$ cat src/hw/rtl/cti_pkg.sv
// ----------------------------------------------------------------------------
// Calibration table interpolator package
// Shared types, widths and codes for the table, the interpolation unit and
// the top-level sequencer.
// ----------------------------------------------------------------------------
package cti_pkg;

  localparam int TABLE_DEPTH_DEFAULT = 64;

  localparam int VAL_W     = 24;              // Q8.16 key and value width
  localparam int DIFF_W    = VAL_W + 1;       // exact difference of two values
  localparam int PROD_W    = 2 * DIFF_W;      // product of two differences
  localparam int SUM_W     = PROD_W + 2;      // base plus signed quotient
  localparam int STEP_W    = $clog2(PROD_W + 1);
  localparam int CFG_W     = 7;
  localparam int OUT_IDX_W = 6;

  localparam logic CMD_LOAD  = 1'b0;
  localparam logic CMD_QUERY = 1'b1;

  localparam logic [1:0] ST_SINGLE    = 2'd0;
  localparam logic [1:0] ST_INTERP    = 2'd1;
  localparam logic [1:0] ST_SATURATED = 2'd2;

  typedef logic signed [VAL_W-1:0]  value_t;
  typedef logic signed [DIFF_W-1:0] diff_t;

  typedef struct packed {
    logic                 command;
    logic [OUT_IDX_W-1:0] point_index;
    value_t               key_value;
    value_t               first_value;
    value_t               second_value;
  } request_t;

  typedef struct packed {
    value_t               first_result;
    value_t               second_result;
    logic [OUT_IDX_W-1:0] low_index;
    logic [OUT_IDX_W-1:0] high_index;
    logic [1:0]           status;
  } result_t;

  typedef struct packed {
    value_t key;
    value_t first;
    value_t second;
  } entry_t;

  // Operands of one interpolation: base + round(d * dv / r).
  typedef struct packed {
    diff_t  d;
    diff_t  dv;
    diff_t  r;
    value_t base;
  } lerp_op_t;

  typedef struct packed {
    logic   done;
    logic   sat;
    value_t value;
  } lerp_res_t;

  function automatic diff_t ext_diff(value_t v);
    return {v[VAL_W-1], v};
  endfunction

endpackage

$ cat src/hw/rtl/cti_table.sv
// ----------------------------------------------------------------------------
// Calibration point table
// One write port and one read port with registered read data. Entries hold a
// key and two values and are undefined until loaded.
// ----------------------------------------------------------------------------
module cti_table #(
  parameter int TABLE_DEPTH = cti_pkg::TABLE_DEPTH_DEFAULT,
  localparam int IDX_W = $clog2(TABLE_DEPTH)
) (
  input  logic              clk,
  input  logic              write_enable,
  input  logic [IDX_W-1:0]  write_addr,
  input  cti_pkg::entry_t   write_data,
  input  logic              read_enable,
  input  logic [IDX_W-1:0]  read_addr,
  output cti_pkg::entry_t   read_data
);
  import cti_pkg::*;

  entry_t mem [TABLE_DEPTH];

  always_ff @(posedge clk) begin
    if (write_enable) begin
      mem[write_addr] <= write_data;
    end
  end

  always_ff @(posedge clk) begin
    if (read_enable) begin
      read_data <= mem[read_addr];
    end
  end

endmodule

$ cat config.mk
export PLATFORM = sky130hd
export DESIGN_NAME = cti_table
export DESIGN_NICKNAME = d
export VERILOG_FILES = /design/src/hw/rtl/cti_pkg.sv /design/src/hw/rtl/cti_table.sv
export SDC_FILE = /design/constraint.sdc
export NUM_CORES = 2
export LEC_CHECK = 0
export BUFFER_PORTS_ARGS = -buffer_cell sky130_fd_sc_hd__buf_2
export CAP_MARGIN = 20
export CORE_MARGIN = 8
export CORE_UTILIZATION = 25
export DETAILED_ROUTE_END_ITERATION = 8
export SLEW_MARGIN = 30
export SYNTH_ARGS = -nofsm -noshare
export SYNTH_HDL_FRONTEND = slang
export SYNTH_MEMORY_MAX_BITS = 65536
export SYNTH_SLANG_ARGS = --single-unit
export TNS_END_PERCENT = 1
$ cat constraint.sdc
create_clock -name clk -period 7.3 [get_ports clk]
set_input_delay 0.73 -clock clk [delete_from_list [all_inputs] [get_ports clk]]
set_output_delay 0.73 -clock clk [all_outputs]
set_load 0.05 [all_outputs]
# == Word level (Yosys, flattened, before mapping) ==
# Memories as Yosys holds them, arrays and structs flattened. A register that Yosys moved wholly into a read port is not among the register bits.
# Index checks and enable logic that the tools add are counted.
# classes
n_mux,2
# op_table
operator,count
1-bit 2-to-1 mux,2
# word_totals
memories,1
register_bits,0
ramBits,4608
input_bits,87
wordCells,3
out_inout_bits,72
# memory_table
name,words,word_bits,rd,rd_clocked_by_memory_dff,write_ports,line_no,rtl
mem,64,72,1,1,1,cti_table.sv:20,entry_t mem [TABLE_DEPTH];

# == Depth between registers and ports, before layout ==
# logic_depth
word_depth,2
mapped_depth,8
ltp_nobuf,4

# == Worst setup path after synthesis ==
# OpenSTA, ideal clock, no wires.
# synth_timing
path_type,input to register
start,input write_addr[3]
end,memory mem[48][0] (netlist bit) (enable)
arrival_time_ns,6.138
setup_ns,0.590
required_ns,6.710
n_path_buf,1
path_stages,4
setup_slack_ns,0.571
cell_sequence,clkbuf_1 nor2b_1 nand4b_1 nor3_1
# synth_rtl
item,line_no,rtl
"start, declared",cti_table.sv:12,"input logic [IDX_W-1:0] write_addr,"
"end, declared",cti_table.sv:20,
# Straight into the memory's write port.

# == Worst setup path after layout ==
# layout_timing
start,input write_addr[1]
end,memory mem[43][30] (netlist bit) (enable)
# Straight into the memory's write port.

==> impl_metrics.py <==
metrics = {
    "clock_network": {
        "cts_hold_buf": 0,
        "clk_latency_ns": 1.00,
        "clk_pin_slew_ns": 0.06,
        "tritoncts": "built",
        "cts_root_buffer": "clkbuf_16",
        "ctsResizeCount": 0,
        "cts_setup_buffers": 0,
        "cts_buffer_depth": 4,
        "clock_sinks": 4680,
        "numCtsBuffers": 460,
        "cts_htree_levels": 5,
    },
    "yosys": {
        "synth-simple-area-share_pct": 0.878,
        "seq_area_frac_synth_pct": 79.9,
        "synth-adder-area-share_pct": 0,
        "synth.distinct_cells": 26,
        "yosysTopAreaCell": "edfxtp_1",
        "ys_ff_latch": 4680,
        "synth_top_family_by_area": "multiplexers",
        "syn-num-nets": 7392,
        "synth_top_area_share_pct": 79.9,
        "syn-cell-area_um2": 176000,
        "postSynthAreaPerCell_um2": 24.1,
        "muxShareOfSynthArea_pct": 15.4,
        "synth-xor-area-share_pct": 0,
        "synth_warnings": 0,
        "synth-compound-area-share_pct": 2.73,
        "netlist_top_cells_area": "edfxtp_1, mux4_2, a22oi_1",
        "syn_inst": 7305,
    },
    "power": {
        "p_leak_nw": 61.3,
        "peakVddDrop_mv": 0.227,
        "p_total_mw": 55.5,
        "power.density_nw_per_um2": 272,
    },
    "timing": {
        "finalCriticalPeriod_ns": 3.29,
        "relSlewSlack_pct": 29.1,
        "slew_violations": 0,
        "worst_slew_pin_slew_ns": 1.06,
        "fmax_ghz": 0.304,
        "rsz0062_at_grt": "no",
        "fin_worst_skew_ns": 0.0602,
        "finalHoldViolCount": 0,
        "fin_setup_tns_ns": 0,
        "fin_crit_sh_pct": 45.1,
        "final-setup-viol-count": 0,
    },
    "global_route": {
        "grt_antenna_before_repair": 83,
        "grt_pass1_wl_mm": 725,
        "grt_pass1_vias": 84601,
        "grt_overflow_total": 0,
        "grt_max_degree": 108,
        "grtUsageTotal_pct": 14.1,
    },
    "route": {
        "routed_wl_mm": 534,
        "firstDrtPassIters": 5,
        "ant_nets": 0,
        "via_per_inst": 4.94,
        "drt_iter0_markers": 12167,
        "wl_per_cell_um": 30.6,
        "drc": 0,
        "vias": 86202,
    },
    "critical_path": {
        "arrival_ns": 3.88,
        "cp.required_ns": 7.89,
        "start_kind": "input port",
        "end_kind": "register",
        "critical_path_class": "input port to register",
        "cp_max_fo": 33,
    },
    "floorplan": {
        "start_util_pct": 25.0,
        "rows": 308,
        "die_h_um": 855,
        "ioPinCount": 159,
        "core_area_um2": 703000,
        "fp.dieW_um": 855,
        "die-area_um2": 731000,
    },
    "placement": {
        "io_buffers": 158,
        "dp_hpwl_mm": 281,
        "placed_cells": 16581,
        "gp_congestion": 0.747,
    },
    "layout": {
        "fill_cells": 67488,
        "area_growth_pct": 16.2,
        "drive_gt1_share_pct": 27.7,
        "stdcell_count": 17450,
        "nNetsFinal": 7832,
    },
    "run_status": {
        "outcome": "complete, no violations",
    },
    "job": {
        "drv_cap": 0,
    },
    "worst_hold_path": {
        "min_path_type": "input port to register",
    },
}
[placed cells by master, fill, tap and decap left out, types with 3 or more instances in the layout]
cell type	count
a211oi_1	72
a22oi_1	288
buf_12	57
buf_16	14
buf_2	82
buf_4	233
buf_6	8
bufinv_16	32
clkbuf_1	101
clkbuf_16	469
clkinv_1	126
clkinv_16	6
clkinv_2	82
clkinv_8	3
clkinvlp_4	12
diode_2	26
edfxtp_1	4680
inv_6	5
mux2i_1	108
mux4_2	1152
nand2_1	5
nand2b_1	3
nand2b_2	3
nand2b_4	3
nand3_1	127
nand3b_1	26
nor2_1	56
nor2_4	64
nor2b_1	4
nor2b_4	5
o211a_1	72
o221ai_1	54
o22ai_1	144
or3_1	3
or3b_2	4
[report_power, final]
| group | internal (mW) | switching (mW) | leakage, nW |
|---|---|---|---|
| Sequential | 29.8 | 0.160 | 42.2 |
| Clock | 12.9 | 10.1 | 7.02 |
| Combinational | 0.909 | 1.74 | 12.1 |
| Total | 43.6 | 12.0 | 61.3 |
[state kept, by name, summed over array words and instances (netlist names)]
register   count
read_data     72
mem         4608
[worst max-delay path, stage by stage]
cell,delay [ns]
buf_2,0.37
nor2b_1,0.26
nand3_1,0.63
nor2_4,0.94
buf_4,0.75
[final cells by class]
cell class                 instances  area [um2]  area share, %
antenna                           26        65.1         0.0318
sequential                      4680      141000           68.8
multi-input combinational       2207       34000           16.6
timing repair buffer             396        3810           1.86
clock inverter                   271        2280           1.11
clock buffer                     570       12100           5.93
tap                             9300       11600           5.69
[metrics by stage]
stage          hold WS [ns]  setup slack (ns)  cell area (um2)  util [%]
5_1_grt               0.200              4.08           204000      29.1
3_3_place_gp          0.879              2.93           189000      26.9
6_report              0.216              4.01           204000      29.1
2_1_floorplan         0.829             0.571           176000         -
3_5_place_dp          0.892              3.14           190000      27.0
4_1_cts               0.143              4.13           204000      29.1
[logic make-up after synthesis]
group | Yosys count
AND/OR/NAND/NOR | 317
multiplexers | 1260
flip-flops | 4680
buffers and inverters | 418
AO/OA/AOI/OAI | 630
[path summary, 6_finish.rpt]
| check | start | end | slack [ns] | depth (start not counted) |
|---|---|---|---|---|
| setup / recovery | write_addr[1] | mem[43][30] | 4.01 | 5 |
| hold / removal | write_data[50] | mem[59][50] | 0.22 | 2 |
| setup reg to reg | mem[6][4] | read_data[4] | 5.26 | 4 |
| hold reg to reg | mem[47][30] | read_data[30] | 0.89 | 4 |
[metal layers]
layer | wire (um) | vias to the layer above | track usage [%] | part of all wire [%]
met5 | 242 | - | 0 | 0.045
li1 | - | 32812 | - | -
met4 | 15800 | 36 | 3.47 | 3.0
met2 | 253000 | 4873 | 22.9 | 47
met3 | 51800 | 869 | 2.65 | 9.7
met1 | 214000 | 47612 | 19.4 | 40
[synthesized netlist by cell type]
cell type	count
nand4_1	2
buf_1	27
nor3_1	2
o22ai_1	144
buf_6	2
clkbuf_1	143
nor2b_1	9
nand2b_1	9
mux2i_1	108
a211oi_1	72
buf_2	190
nand3_1	128
a22oi_1	288
edfxtp_1	4680
or2_2	2
buf_4	56
mux4_2	1152
nand4b_1	1
o221ai_1	54
or3_1	3
or3b_2	4
nor2_1	120
nand2_1	8
nand3b_1	26
o211a_1	72
and2_1	3
(Power assumes the default switching activity.)
