`src/hw/rtl/cti_pkg.sv`:
```
// ----------------------------------------------------------------------------
// Calibration table interpolator package
// Shared types, widths and codes for the table, the interpolation unit and
// the top-level sequencer.
// ----------------------------------------------------------------------------
package cti_pkg;

  localparam int TABLE_DEPTH_DEFAULT = 64;

  localparam int VAL_W     = 24;              // Q8.16 key and value width
  localparam int DIFF_W    = VAL_W + 1;       // exact difference of two values
  localparam int PROD_W    = 2 * DIFF_W;      // product of two differences
  localparam int SUM_W     = PROD_W + 2;      // base plus signed quotient
  localparam int STEP_W    = $clog2(PROD_W + 1);
  localparam int CFG_W     = 7;
  localparam int OUT_IDX_W = 6;

  localparam logic CMD_LOAD  = 1'b0;
  localparam logic CMD_QUERY = 1'b1;

  localparam logic [1:0] ST_SINGLE    = 2'd0;
  localparam logic [1:0] ST_INTERP    = 2'd1;
  localparam logic [1:0] ST_SATURATED = 2'd2;

  typedef logic signed [VAL_W-1:0]  value_t;
  typedef logic signed [DIFF_W-1:0] diff_t;

  typedef struct packed {
    logic                 command;
    logic [OUT_IDX_W-1:0] point_index;
    value_t               key_value;
    value_t               first_value;
    value_t               second_value;
  } request_t;

  typedef struct packed {
    value_t               first_result;
    value_t               second_result;
    logic [OUT_IDX_W-1:0] low_index;
    logic [OUT_IDX_W-1:0] high_index;
    logic [1:0]           status;
  } result_t;

  typedef struct packed {
    value_t key;
    value_t first;
    value_t second;
  } entry_t;

  // Operands of one interpolation: base + round(d * dv / r).
  typedef struct packed {
    diff_t  d;
    diff_t  dv;
    diff_t  r;
    value_t base;
  } lerp_op_t;

  typedef struct packed {
    logic   done;
    logic   sat;
    value_t value;
  } lerp_res_t;

  function automatic diff_t ext_diff(value_t v);
    return {v[VAL_W-1], v};
  endfunction

endpackage

```
`src/hw/rtl/cti_lerp.sv`:
```
// ----------------------------------------------------------------------------
// Interpolation unit
// Computes base + round(d * dv / r) with halves rounded away from zero and
// the sum saturated to 24 bits. One multiply, then a restoring divider that
// retires one quotient bit per cycle. Shared by both result values.
// ----------------------------------------------------------------------------
module cti_lerp (
  input  logic                clk,
  input  logic                rst,
  input  logic                start,
  input  cti_pkg::lerp_op_t   op,
  output cti_pkg::lerp_res_t  res
);
  import cti_pkg::*;

  localparam logic [2:0] L_IDLE  = 3'd0;
  localparam logic [2:0] L_ABS   = 3'd1;
  localparam logic [2:0] L_MUL   = 3'd2;
  localparam logic [2:0] L_BIAS  = 3'd3;
  localparam logic [2:0] L_DIV   = 3'd4;
  localparam logic [2:0] L_FINAL = 3'd5;

  localparam logic [SUM_W-VAL_W:0] HIGH_ONES = '1;

  logic [2:0]        state;
  lerp_op_t          op_q;
  logic [DIFF_W-1:0] mag_d;
  logic [DIFF_W-1:0] mag_dv;
  logic [DIFF_W-1:0] mag_r;
  logic              neg;
  logic [PROD_W-1:0] dvd;
  logic [DIFF_W-1:0] rem;
  logic [STEP_W-1:0] step;
  logic              done;
  logic              sat;
  value_t            value;

  logic [PROD_W-1:0] product;
  logic [DIFF_W:0]   rem_sh;
  logic              fits;
  logic [SUM_W-1:0]  base_ext;
  logic [SUM_W-1:0]  quot_ext;
  logic [SUM_W-1:0]  sum;
  logic              sat_hi;
  logic              sat_lo;

  assign product  = mag_d * mag_dv;
  assign rem_sh   = {rem, dvd[PROD_W-1]};
  assign fits     = rem_sh >= {1'b0, mag_r};
  assign base_ext = {{(SUM_W-VAL_W){op_q.base[VAL_W-1]}}, op_q.base};
  assign quot_ext = {2'b00, dvd};
  assign sum      = neg ? (base_ext - quot_ext) : (base_ext + quot_ext);
  // The sum fits 24 bits only when its top bits all copy the sign bit.
  assign sat_hi   = !sum[SUM_W-1] && (sum[SUM_W-1:VAL_W-1] != '0);
  assign sat_lo   = sum[SUM_W-1] && (sum[SUM_W-1:VAL_W-1] != HIGH_ONES);

  always_ff @(posedge clk) begin
    if (rst) begin
      state <= L_IDLE;
      done  <= 1'b0;
    end else begin
      done <= 1'b0;
      unique case (state)
        L_IDLE: begin
          if (start) begin
            op_q  <= op;
            state <= L_ABS;
          end
        end
        L_ABS: begin
          mag_d  <= op_q.d[DIFF_W-1]  ? DIFF_W'(-op_q.d)  : DIFF_W'(op_q.d);
          mag_dv <= op_q.dv[DIFF_W-1] ? DIFF_W'(-op_q.dv) : DIFF_W'(op_q.dv);
          mag_r  <= op_q.r[DIFF_W-1]  ? DIFF_W'(-op_q.r)  : DIFF_W'(op_q.r);
          // A zero product gives a zero quotient, so its sign does not matter.
          neg    <= op_q.d[DIFF_W-1] ^ op_q.dv[DIFF_W-1] ^ op_q.r[DIFF_W-1];
          state  <= L_MUL;
        end
        L_MUL: begin
          dvd   <= product;
          state <= L_BIAS;
        end
        L_BIAS: begin
          dvd   <= dvd + PROD_W'(mag_r >> 1);
          rem   <= '0;
          step  <= '0;
          state <= L_DIV;
        end
        L_DIV: begin
          rem  <= fits ? DIFF_W'(rem_sh - {1'b0, mag_r}) : rem_sh[DIFF_W-1:0];
          dvd  <= {dvd[PROD_W-2:0], fits};
          step <= step + 1'b1;
          if (step == STEP_W'(PROD_W - 1)) begin
            state <= L_FINAL;
          end
        end
        L_FINAL: begin
          sat   <= sat_hi || sat_lo;
          value <= sat_hi ? {1'b0, {(VAL_W-1){1'b1}}} :
                   sat_lo ? {1'b1, {(VAL_W-1){1'b0}}} : sum[VAL_W-1:0];
          done  <= 1'b1;
          state <= L_IDLE;
        end
        default: begin
          state <= L_IDLE;
        end
      endcase
    end
  end

  assign res = '{done: done, sat: sat, value: value};

endmodule

```
`config.mk`:
```
export PLATFORM = sky130hd
export DESIGN_NAME = cti_lerp
export DESIGN_NICKNAME = d
export VERILOG_FILES = /design/src/hw/rtl/cti_pkg.sv /design/src/hw/rtl/cti_lerp.sv
export SDC_FILE = /design/constraint.sdc
export NUM_CORES = 2
export LEC_CHECK = 0
export BUFFER_PORTS_ARGS = -buffer_cell sky130_fd_sc_hd__buf_4
export CAP_MARGIN = 10
export CORE_ASPECT_RATIO = 0.7
export CORE_MARGIN = 2
export CORE_UTILIZATION = 55
export DETAILED_ROUTE_END_ITERATION = 12
export GPL_TIMING_DRIVEN = 0
export PLACE_DENSITY = 0.82
export SLEW_MARGIN = 20
export SYNTH_ARGS = -nofsm -noshare
export SYNTH_HDL_FRONTEND = slang
export SYNTH_SLANG_ARGS = --single-unit
export TNS_END_PERCENT = 50
```
`constraint.sdc`:
```
create_clock -name clk -period 26.6 [get_ports clk]
set_input_delay 3.99 -clock clk [delete_from_list [all_inputs] [get_ports clk]]
set_output_delay 3.99 -clock clk [all_outputs]
set_load 0.01 [all_outputs]
```
Word level (Yosys, flattened, before mapping)
Index checks and enable logic that the tools add are counted.
Word-level totals
  memories kept: 0
  ROM bits: 0
  register bits after elaboration: 285
  logic and storage cells: 67
  output and inout bits: 26
  input port bits: 102
  memory bits (writable): 0
  latch bits: 0
Operators by class
  add/subtract/negate cells: 8
  bitwise operators: 3
  eq/ne operators: 9
  div/mod/pow operators: 0
  shifts and indexed selects: 0
  reductions and logical operators: 14
  order comparisons: 1
  mux-type cells: 13
  multiply operators: 1
Operators by type and width (count)
  case mux 50 bit (3 select lines): 1
  2-to-1 mux 24 bit: 4
  negation 25 bit: 3
  adder 24 x 51 -> 52 bit: 1
  2-to-1 mux 52 bit: 1
  subtractor 24 x 51 -> 52 bit: 1
  adder 50 x 24 -> 50 bit: 1
  multiplier 25 x 25 -> 50 bit: 1
  case mux 25 bit (2 select lines): 1
  inequality test 29 bit (second input constant): 1
  nonzero test 29 bit: 1
  >= comparator 26 x 25 -> 1 bit: 1
  2-to-1 mux 25 bit: 1
  subtractor 25 bit: 1
  case mux 3 bit (5 select lines): 1
  case mux 6 bit (2 select lines): 1
  AND reduction 2 bit: 5
  adder 6 x 1 -> 6 bit (second input constant): 1
  == test 3 x 2 -> 1 bit (second input constant): 2
  == test 3 bit (second input constant): 2
  == test 6 bit (second input constant): 1
  2-to-1 mux 3 bit: 2
  inequality test 2 bit (second input constant): 2
  == test 3 x 1 -> 1 bit (second input constant): 1
  10 further kinds: 12

Logic depth before layout (Yosys ltp)
  depth in word-level cells: 5
  mapped depth: 29
  gate-level depth less buffers: 27

Least setup slack after synthesis
Ideal clock, no wire load.
  kind: input to register
  start point: input rst
  end point: register mag_d[0], enable pin
  slack: 14.552 ns
  library setup time: 0.698 ns
  buffers on the path: 1
  required time: 25.902 ns
  data arrival time: 11.350 ns
  stages: 2
  path through: clkbuf_1 -> nor4_1
On the way
  word-level cells in the longest chain between the ends: 2
Ends and longest elaborated chain
  start: declaration: RTL line cti_lerp.sv:9  | input logic rst,
  NOT 1 bit (no source line)
  AND reduction 2 bit (no source line)
  end signal: assignment: RTL line cti_lerp.sv:71  | mag_d <= op_q.d[DIFF_W-1] ? DIFF_W'(-op_q.d) : DIFF_W'(op_q.d);
  end: declaration: RTL line cti_lerp.sv:27  | logic [DIFF_W-1:0] mag_d;
No other way between the ends.
A chain may end at the register's enable or synchronous reset.

Worst setup path after layout
  start point: register mag_dv[5]
  end point: register dvd[43], data pin
On the way
  word-level cells in the longest chain between the ends: 2
Ends and longest elaborated chain
  start: declaration: RTL line cti_lerp.sv:28  | logic [DIFF_W-1:0] mag_dv;
  start signal: assignment: RTL line cti_lerp.sv:72  | mag_dv <= op_q.dv[DIFF_W-1] ? DIFF_W'(-op_q.dv) : DIFF_W'(op_q.dv);
  multiplier 25 x 25 -> 50 bit: RTL line cti_lerp.sv:47  | assign product = mag_d * mag_dv;
  case mux 50 bit (3 select lines): RTL line cti_lerp.sv:63  | unique case (state)
  end signal: assignment: RTL line cti_lerp.sv:79  | dvd <= product;
  end signal: assignment: RTL line cti_lerp.sv:83  | dvd <= dvd + PROD_W'(mag_r >> 1);
  end signal: assignment: RTL line cti_lerp.sv:90  | dvd <= {dvd[PROD_W-2:0], fits};
  end: declaration: RTL line cti_lerp.sv:31  | logic [PROD_W-1:0] dvd;
No other way between the ends.

==> results.txt <==
Crit Reg-Reg Endpoint - dvd[43]
Slew margin rel. - 27.0%
DRT iter0 DRCs - 3,660
GRT Residual Overflow - 0
RR Startpoint - mag_dv[5]
Routed Antenna Nets - 0
Final #Nets - 5,324
Total Routing Usage GR - 33.1%
Area share of the largest cell type after synthesis - 26.6%
Row count - 82
IO Count - 128
Layout cell share with drive strength beyond 1 - 6.40%
Largest net degree at the start of global routing - 62
First-pass GRT wire length - 189,000 um
Mapped Nets - 5,147
Clk sinks - 285
Vias in the first global route - 32,000
Actual slew at the worst max-slew pin - 1.09 ns
GPL Wtd Cong - 1.06
Die width - 325 um
Post-Synthesis Cell Area - 39,800 um2
Clock buffer depth - 3
Worst-skew pair later-pin latency - 0.60 ns
Worst-path clk slew - 0.07 ns
Ys async rst share - 0%
YS warnings - 0
Port-buffer cells - 126
Crit path max fanout - 10
CTS tree - yes
Ys flop type - edfxtp_1
Critical path type - register to register
Status - finished, final reports clean
Post-layout min period - 9.34 ns
Worst Min Path Start - op_q[74]
Core footprint - 71,600 um2
Hold Crit Class - register to register
Final Max Slew Viols - 0
Routed len/inst - 22.6 um
Multi-input logic area - 27,900 um2
Initial core utilization - 55.5%
Post-Route WL - 122,000 um
Max Cap Viol - 0
Fin Setup TNS - 0 ns
CP Launch Type - register
Htree depth - 1
Die Span Y - 229 um
Hold EP - mag_d[0]
Hold Path Stages - 0
Storage cell area - 8520 um2
1st-pass router iterations - 8
Hold Slack - 0.480 ns
Worst setup EP type - register
Largest area contributor in the netlist - fa_1
CTS resizes - 0
RSZ-0062 raised after global routing - no
Flops & latches, synth - 285
Post-CTS setup buffers - 0
Yosys cell types - 97
Area Overhead vs Synth - 8.62%
Post-Syn Area per Cell - 9.41 um2
DR vias - 32,100
Initial antenna violation count - 4
Main area contributors after synthesis - fa_1, edfxtp_1, ha_1
DIE AREA - 74,500 um2
Via density - 5.94
TritonCTS buffer count - 31
Gate count of the mapped netlist - 4,225
CTS root buffer - clkbuf_16
Part of the cycle the worst path needs - 35.1%
CTS Hold Bufs - 0
Worst EP required - 26.93 ns
DRC - 0
FF-to-FF setup slack - 17.26 ns
Post-synth EDFFs - 281
Sequential share of the synthesized area - 21.4%
R2R cell count - 25
Final hold viol count - 0
Layout Skew - 0.0177 ns
Detailed placement HPWL - 101,000 um
F_max - 107 MHz
Final setup violation count - 0
Fill count - 6,066
Crit path DAT - 9.68 ns
cells in the mapped netlist (all sizes together), types with 31 or more instances:
library cell / instances
nand3: 64
edfxtp: 281
a21oi: 160
nor2: 146
fa: 529
xor2: 62
nand2b: 39
nand2: 449
xnor2: 189
nor3: 64
o31ai: 31
a21o: 91
and3: 37
clkbuf: 175
o21ai: 156
inv: 688
ha: 291
and2: 326
stage by stage:
step,util [%],cell area (um2),setup slack (ns),cells
5_1_grt,60.3,43200,17.00,5390
3_3_place_gp,58.5,41900,11.90,5317
3_5_place_dp,58.9,42200,17.50,5334
4_1_cts,60.3,43200,17.46,5389
2_1_floorplan,-,39800,14.55,4225
6_report,60.3,43200,17.26,5396
how the worst max path moves through the flow:
stage | endpoint | cells after the start | slack, ns | startpoint
after floorplan | mag_d[0] | 2 | 14.55 | rst
after global placement | mag_d[22] | 2 | 11.90 | rst
after detailed placement | dvd[42] | 27 | 17.50 | mag_dv[6]
after CTS | dvd[42] | 27 | 17.46 | mag_dv[6]
after global routing | dvd[42] | 27 | 17.00 | mag_dv[6]
final | dvd[43] | 25 | 17.26 | mag_dv[5]
logic make-up after synthesis:
group                      synth area share, %
and+or+nand+nor                           16.1
buffers and inverters                     8.53
adders and majority gates                 35.8
AOI/OAI and AO/OA                         12.0
DFF                                       21.4
xor gates and xnor gates                  5.53
muxes                                    0.661
per-layer routing:
| metal | vias up | global-route usage, % | routed length, um |
|---|---|---|---|
| met4 | 2 | 7.72 | 3400 |
| met3 | 214 | 11.9 | 18900 |
| met2 | 1904 | 45.4 | 48000 |
| li1 | 14300 | - | - |
| met5 | - | 0 | 13 |
| met1 | 15700 | 49.6 | 51700 |
area by class of cell:
cell class	instances	share of cell area, %
flip-flops and latches	285	19.7
clock buffers	37	1.85
repair buffers	144	2.66
inverters	688	5.98
well taps	966	2.80
plain buffers	199	1.88
multi-input cells	3053	64.6
diodes	6	0.0348
clock inverters	18	0.518
cells in the final DEF (no fill, tap or decap), types with 21 or more instances in the layout:
master / netlist / layout
a21o_1: 91 / 91
a21oi_1: 152 / 151
a22oi_1: 26 / 26
a31oi_1: 22 / 22
and2_1: 326 / 326
and3_1: 37 / 36
buf_4: 3 / 134
clkbuf_1: 175 / 181
clkbuf_16: 0 / 31
edfxtp_1: 281 / 281
fa_1: 529 / 529
ha_1: 291 / 291
inv_1: 687 / 687
mux2i_1: 24 / 24
nand2_1: 449 / 449
nand2b_1: 39 / 39
nand3_1: 64 / 64
nand4_1: 28 / 28
nor2_1: 146 / 145
nor3_1: 61 / 60
nor4_1: 24 / 23
o21ai_0: 117 / 117
o21ai_1: 21 / 21
o21bai_1: 22 / 22
o31ai_1: 29 / 29
or3_1: 23 / 23
xnor2_1: 189 / 189
xor2_1: 62 / 62
state kept, by name, indices dropped and copies added, names as in the netlist:
name and cells:
done 1, op_q 75, dvd 50, value 24, sat 1, mag_dv 25, rem 25, neg 1
state 3, mag_d 25, step 6, mag_r 25, base_ext 24
worst max-delay path, stage by stage (launching register included):
cell,delay [ns]
edfxtp_1,0.32
clkbuf_1,0.72
clkbuf_1,0.51
nand2_1,0.16
fa_1,0.53
fa_1,0.50
inv_1,0.06
fa_1,0.57
ha_1,0.15
inv_1,0.05
fa_1,0.52
inv_1,0.05
fa_1,0.48
fa_1,0.53
ha_1,0.39
and2_1,0.21
a311o_1,0.31
a221o_1,0.31
o21ai_1,0.54
o31ai_2,0.25
a31oi_2,0.45
o21ai_1,0.26
o21ai_0,0.41
o21bai_1,0.13
xnor2_1,0.51
o211ai_1,0.15
Power is not shown: default switching activity piles up to over one toggle a cycle in this logic, so the estimate is an artifact.
